$ cat src/rtl/wtsp_pkg.sv
// ----------------------------------------------------------------------------
// wtsp_pkg
// Shared widths, register indexes, codes and sideband types of the
// world-to-screen projection block.
// ----------------------------------------------------------------------------
package wtsp_pkg;

   localparam int FRAC_BITS_DEF = 16;
   localparam int COORD_W       = 32;
   localparam int IDX_W         = 4;
   localparam int SIZE_W        = 14;
   localparam int CSR_IDX_W     = 4;
   localparam int CSR_DATA_W    = 32;
   localparam int NUM_COEF      = 12;

   localparam logic [SIZE_W-1:0] RESET_WIDTH  = 14'd1920;
   localparam logic [SIZE_W-1:0] RESET_HEIGHT = 14'd1080;

   localparam logic [CSR_IDX_W-1:0] CSR_SCREEN_WIDTH  = 4'd0;
   localparam logic [CSR_IDX_W-1:0] CSR_SCREEN_HEIGHT = 4'd1;

   localparam logic MODE_LOAD    = 1'b0;
   localparam logic MODE_PROJECT = 1'b1;

   localparam logic [1:0] COL_X = 2'd0;
   localparam logic [1:0] COL_Y = 2'd1;
   localparam logic [1:0] COL_Z = 2'd2;
   localparam logic [1:0] COL_W = 2'd3;

   typedef struct packed {
      logic vis;
      logic neg;
   } div_side_type;

endpackage

$ cat src/rtl/wtsp_divider.sv
// ----------------------------------------------------------------------------
// wtsp_divider
// Pipelined restoring divider, one quotient bit per stage, with sideband.
// ----------------------------------------------------------------------------
module wtsp_divider #(
   parameter int QW = 32,
   parameter int DW = 32
) (
   input  logic                       clock,
   input  logic                       reset,
   input  logic                       adv,
   input  logic                       in_vld,
   input  logic [QW-1:0]              in_num,
   input  logic [DW-1:0]              in_den,
   input  wtsp_pkg::div_side_type     in_side,
   output logic                       out_vld,
   output logic [QW-1:0]              out_quo,
   output wtsp_pkg::div_side_type     out_side
);
   import wtsp_pkg::*;

   logic                vld_ff  [QW];
   logic [DW-1:0]       rem_ff  [QW];
   logic [QW-1:0]       num_ff  [QW];
   logic [QW-1:0]       quo_ff  [QW];
   logic [DW-1:0]       den_ff  [QW];
   div_side_type        side_ff [QW];

   for (genvar g = 0; g < QW; g++) begin : g_stage
      logic          vld_src;
      logic [DW-1:0] rem_src;
      logic [QW-1:0] num_src;
      logic [QW-1:0] quo_src;
      logic [DW-1:0] den_src;
      div_side_type  side_src;
      logic [DW:0]   trial;
      logic          ge;
      logic [DW-1:0] rem_in;
      logic [QW-1:0] quo_in;

      if (g == 0) begin : g_first
         assign vld_src  = in_vld;
         assign rem_src  = '0;
         assign num_src  = in_num;
         assign quo_src  = '0;
         assign den_src  = in_den;
         assign side_src = in_side;
      end else begin : g_next
         assign vld_src  = vld_ff[g-1];
         assign rem_src  = rem_ff[g-1];
         assign num_src  = num_ff[g-1];
         assign quo_src  = quo_ff[g-1];
         assign den_src  = den_ff[g-1];
         assign side_src = side_ff[g-1];
      end

      assign trial  = {rem_src, num_src[QW-1]};
      assign ge     = trial >= {1'b0, den_src};
      assign rem_in = ge ? DW'(trial - {1'b0, den_src}) : trial[DW-1:0];
      assign quo_in = {quo_src[QW-2:0], ge};

      always_ff @(posedge clock) begin
         if (reset) begin
            vld_ff[g] <= 1'b0;
         end else if (adv) begin
            vld_ff[g] <= vld_src;
         end
      end

      always_ff @(posedge clock) begin
         if (adv) begin
            rem_ff[g]  <= rem_in;
            num_ff[g]  <= {num_src[QW-2:0], 1'b0};
            quo_ff[g]  <= quo_in;
            den_ff[g]  <= den_src;
            side_ff[g] <= side_src;
         end
      end
   end

   assign out_vld  = vld_ff[QW-1];
   assign out_quo  = quo_ff[QW-1];
   assign out_side = side_ff[QW-1];

endmodule

$ cat config.mk
export PLATFORM = sky130hd
export DESIGN_NAME = wtsp_divider
export DESIGN_NICKNAME = d
export VERILOG_FILES = /design/src/rtl/wtsp_pkg.sv /design/src/rtl/wtsp_divider.sv
export SDC_FILE = /design/constraint.sdc
export NUM_CORES = 2
export LEC_CHECK = 0
export BUFFER_PORTS_ARGS = -buffer_cell sky130_fd_sc_hd__buf_2
export CORE_MARGIN = 4
export CORE_UTILIZATION = 45
export DETAILED_ROUTE_END_ITERATION = 6
export HOLD_SLACK_MARGIN = 0.08
export SLEW_MARGIN = 20
export SYNTH_ARGS = -nofsm -noshare
export SYNTH_HDL_FRONTEND = slang
export SYNTH_MEMORY_MAX_BITS = 65536
export SYNTH_SLANG_ARGS = --single-unit
$ cat constraint.sdc
create_clock -name clock -period 7.75 [get_ports clock]
set_clock_uncertainty 0.05 [all_clocks]
set_input_delay 1.55 -clock clock [delete_from_list [all_inputs] [get_ports clock]]
set_output_delay 1.55 -clock clock [all_outputs]
set_load 0.01 [all_outputs]
# --- Yosys cells after proc, flatten, opt, wreduce, memory -nomap -nowiden ---
# Memories as Yosys holds them, arrays and structs flattened.
# Index checks and enable logic that the tools add are counted.
totals:
  register_bits: 0
  ram_bits: 4160
  output_inout_bits: 35
  n_memories: 6
op_classes:
  add_sub_neg: 32
  n_lt_le_gt_ge: 32
  mux: 70
  bitwise_logic: 32
memory_table:
  columns: ["name", "words", "width", "read_ports", "rd_clocked_by_memory_dff", "write_ports", "line_no", "source"]
  rows:
  - ["den_ff", 32, 32, 31, 0, 32, "wtsp_divider.sv:26", "logic [DW-1:0] den_ff [QW];"]
  - ["quo_ff", 32, 32, 32, 0, 32, "wtsp_divider.sv:25", "logic [QW-1:0] quo_ff [QW];"]
  - ["rem_ff", 32, 32, 31, 0, 32, "wtsp_divider.sv:23", "logic [DW-1:0] rem_ff [QW];"]
  - ["num_ff", 32, 31, 31, 0, 32, "wtsp_divider.sv:24", "logic [QW-1:0] num_ff [QW];"]
  - ["side_ff", 32, 2, 32, 0, 32, "wtsp_divider.sv:27", "div_side_type side_ff [QW];"]
  - ["vld_ff", 32, 1, 32, 0, 32, "wtsp_divider.sv:22", "logic vld_ff [QW];"]
ops:
  columns: ["cell", "count"]
  rows:
  - ["two-way mux 32 bit", 32]
  - [">= comparator 33 x 32 -> 1 bit", 31]
  - ["subtractor 32 bit", 31]
  - ["two-way mux 1 bit", 38]
  - [">= comparator 1 x 32 -> 1 bit", 1]
  - ["bitwise OR 1 bit", 32]
  - ["subtractor 1 x 32 -> 32 bit", 1]

# --- Depth between registers and ports, before layout ---
logic_depth:
  ltp_word: 4
  ltp_mapped: 16
  ltp_nobuf: 14

# --- Least setup slack after synthesis ---
# OpenSTA, ideal clock, no wires.
synth_timing:
  path_type: "flip-flop to flip-flop"
  from: "mem den_ff[29][1]"
  to: "mem rem_ff[30][16], data pin"
  setup_time_ps: 262
  arrival_ps: 3373
  path_slack_ps: 4065
  stages_incl_launch_ff: 14
  path_buffers: 1
  synth_period_minus_slack_ps: 3685
  cell_sequence: "edfxtp_1 > inv_1 > ha_1 > nor2b_1 > o31a_1 > o31a_1 > a221oi_2 > o21ai_1 > nor3b_1 > and4_1 > a211o_1 > a211oi_2 > buf_4 > mux2_1"
synth_rtl:
  columns: ["element", "line_no"]
  rows:
  - ["start: declaration", "wtsp_divider.sv:26"]
  - ["end: declaration", "wtsp_divider.sv:23"]

==> qor.yml <==
die-area_um2: 355000
placedInstanceArea_um2: 162000
htreeDepth: 5
cp-end-kind: "flop"
viasPerCell: 5.49
rsz0062_at_grt: "false"
netSwitchingFraction_pct: 36.3
netlist_instances: 12600
path_clk_slew_ps: 60
p_comb_share_pct: 41.4
relSlewSlack_pct: 21.9
post-dp-hpwl_um: 261000
powerDensity_nw_per_um2: 420
final.period_utilization_pct: 62.3
pwr-share-seq_pct: 36.5
cts_root_buffer: "clkbuf_16"
clock_path_buffers: 4
path_max_fanout: 44
crit_type: "reg2reg"
cp.arrival_ps: 5440
cts.repair.resized: 0
synth_edf_count: 3104
required_ps: 8360
cts_made_buffers: 340
outcome: "finished clean"
period_needed_ps: 4830
path_buf_inv: 2
hold_viol: 0
cts_tree: "yes"
cp_slowest_cell: "o41ai_1"
min_path_type: "reg2reg"
grt_pass1_vias: 95800
fin_nets: 13900
yosysSeqAreaShare_pct: 59.9
synthesis.area_um2: 156000
ir_drop_uv: 201
synth-seq-cells: 3104
row_count: 215
synth_area_leaders: "edfxtp_1, ha_1, a21oi_1"
setup_tns_ps: 0
p_clk_share_pct: 22.1
die_w_um: 596
grt.total_usage_pct: 19.5
final_cells: 17700
drc_errors: 0
drive_above_1_share_pct: 8.43
cp_cell_sequence: "inv_1, ha_1, nor2b_1, o31a_1, o311ai_0, a211oi_1, o21ai_1, o41ai_1, nand3_1, a31oi_1, o21a_2, buf_4, mux2_2"
drt-pass1-iter-count: 7
io_pins: 105
dr_total_vias: 96900
cp_top_family: "compound AO/OA/AOI/OAI gates"
synth_area_per_cell_um2: 12.4
place_inst: 17000
post_cts_buffers: 0
cap_viol_max_count: 0
finish.utilization_pct: 50.3
drt_iter0_drc: 7610
initial_utilization_pct: 45.3
switchingPower_mw: 26.3
slew_viol_final: 0
drt_wl_total_um: 357000
crit_path_start_kind: "flop"
yosysTopAreaCell: "edfxtp_1"
synth_top_flop_cell: "edfxtp_1"
numPortBuffers: 104
timing.fmax_mhz: 207
p_int_mw: 46.2
setup_viol: 0
ant_nets: 0
crit_path_max_incr_delay_ps: 630
async_flop_share_pct: 0
p_leak_nw: 68.4
core-area_um2: 344000
place.gp.congestion: 0.921
synth_fp_nets: 13700
netlist.area_leader.share_pct: 59.9
synth_cell_types: 88
clock_latency_ps: 930
cts_sinks: 3104
yosysWarnings: 0
tightest_slew_ps: 1140
grt_first_pass_wirelength_um: 552000
die_h_um: 596
postCtsHoldBufs: 0
overflow: 0
post-route-cell-area_um2: 173000
grt_max_degree: 191
avgRoutedWirePerCell_um: 20.2
antenna_found_initial: 3
holdWs_ps: 350
synthToLayoutAreaGrowth_pct: 11.0
-- worst reg2reg max path: cells and delay by family (launching register included) --
family	cells	cell delay, ps
fa+ha+maj	1	290
buf+inv	2	520
simple gates	2	370
mux	1	430
compound gates	7	2480
flops	1	410
-- final timing paths --
kind | from | to | slack, ps | depth (start not counted)
min | num_ff[13][18] | num_ff[14][19] | 350 | 0
min reg2reg | num_ff[13][18] | num_ff[14][19] | 350 | 0
max reg2reg | den_ff[4][1] | rem_ff[5][19] | 2920 | 13
max | den_ff[4][1] | rem_ff[5][19] | 2920 | 13
-- state kept, by name (all words and copies together) (netlist names) --
signal,flops
rem_ff,992
quo_ff,528
num_ff,496
den_ff,992
vld_ff,32
side_ff,64
-- cells in the mapped netlist, drive strengths merged, types with 30 or more instances --
cell,number
o21bai,128
xor2,318
nand2b,119
a211oi,77
mux2,397
ha,994
a21o,477
fa,30
edfxtp,3104
o31a,40
nor2b,147
buf,60
nand3,193
nor4,46
a21boi,56
inv,1233
mux2i,31
xnor2,495
o211ai,45
o21ai,706
nand2,762
a21oi,1054
clkbuf,226
o31ai,65
nor2,722
nor3,115
and2,73
nand4,166
and3,75
a31oi,86
o21a,150
-- routing by layer --
| layer | global-route usage (%) | wire (um) |
|---|---|---|
| met5 | 0 | 0 |
| met4 | 5.70 | 10400 |
| met3 | 1.99 | 14200 |
| met2 | 34.3 | 178000 |
| met1 | 25.6 | 155000 |
-- power by group through the flow --
stage	Combinational [mW]	Sequential (mW)	Clock [mW]
after floorplan	22.9	25.3	0
after global placement	29.2	26.9	0
after detailed placement	29.6	26.9	0
after CTS	29.9	26.6	16.6
after global routing	33.3	26.8	17.3
final	30.0	26.5	16.0
-- logic make-up (layout without fill, tap and decap cells) --
family                     count (synthesis)  count (layout)  share of synthesized area (%)
DFF                                     3104            3104                           59.9
buffers and inverters                   1519            2023                           3.72
xor gates and xnor gates                 813             813                           4.57
and+or+nand+nor                         2557            2557                           7.76
other                                      0               3                              0
adders and majority gates               1024            1024                           8.38
AOI/OAI and AO/OA                       3146            3146                           12.6
muxes                                    428             428                           3.07
-- stage by stage --
| step | worst slack, ps | power, mW |
|---|---|---|
| after floorplan | 4060 | 48.2 |
| final | 2920 | 72.5 |
| after detailed placement | 3120 | 56.5 |
| after CTS | 3070 | 73.1 |
| after global routing | 2700 | 77.4 |
| after global placement | 3200 | 56.1 |
-- area by class of cell --
| type | instances | area, um^2 |
|---|---|---|
| Tap cell | 4557 | 5700 |
| Timing Repair Buffer | 177 | 1340 |
| Clock buffer | 406 | 8820 |
| Antenna cell | 3 | 7.51 |
| Multi-Input combinational cell | 7968 | 56900 |
| Sequential cell | 3104 | 93200 |
| Clock inverter | 207 | 2230 |
| Fill cell | 29800 | 171000 |
| Inverter | 1233 | 4630 |
-- placed cells by master (no fill, tap or decap), types with 63 or more instances in the layout --
master / synthesis / final
buf_2: 50 / 103
nor3_1: 115 / 115
o21ai_1: 78 / 76
o21a_1: 150 / 149
mux2_2: 352 / 352
o21ai_0: 628 / 627
a211oi_1: 73 / 73
nand4_1: 166 / 166
nor2_1: 722 / 722
a21o_1: 477 / 477
inv_1: 1231 / 1231
nand2_1: 762 / 762
clkbuf_1: 226 / 63
nand2b_1: 119 / 119
a21oi_1: 1054 / 1051
edfxtp_1: 3104 / 3104
nand3_1: 193 / 193
a31oi_1: 86 / 84
o31ai_1: 65 / 65
nor2b_1: 147 / 147
ha_1: 994 / 994
o21bai_1: 128 / 128
and3_1: 75 / 75
and2_1: 73 / 73
xor2_1: 318 / 318
clkbuf_16: 0 / 343
xnor2_1: 495 / 495
No activity file was read; power rests on OpenSTA's default activity.
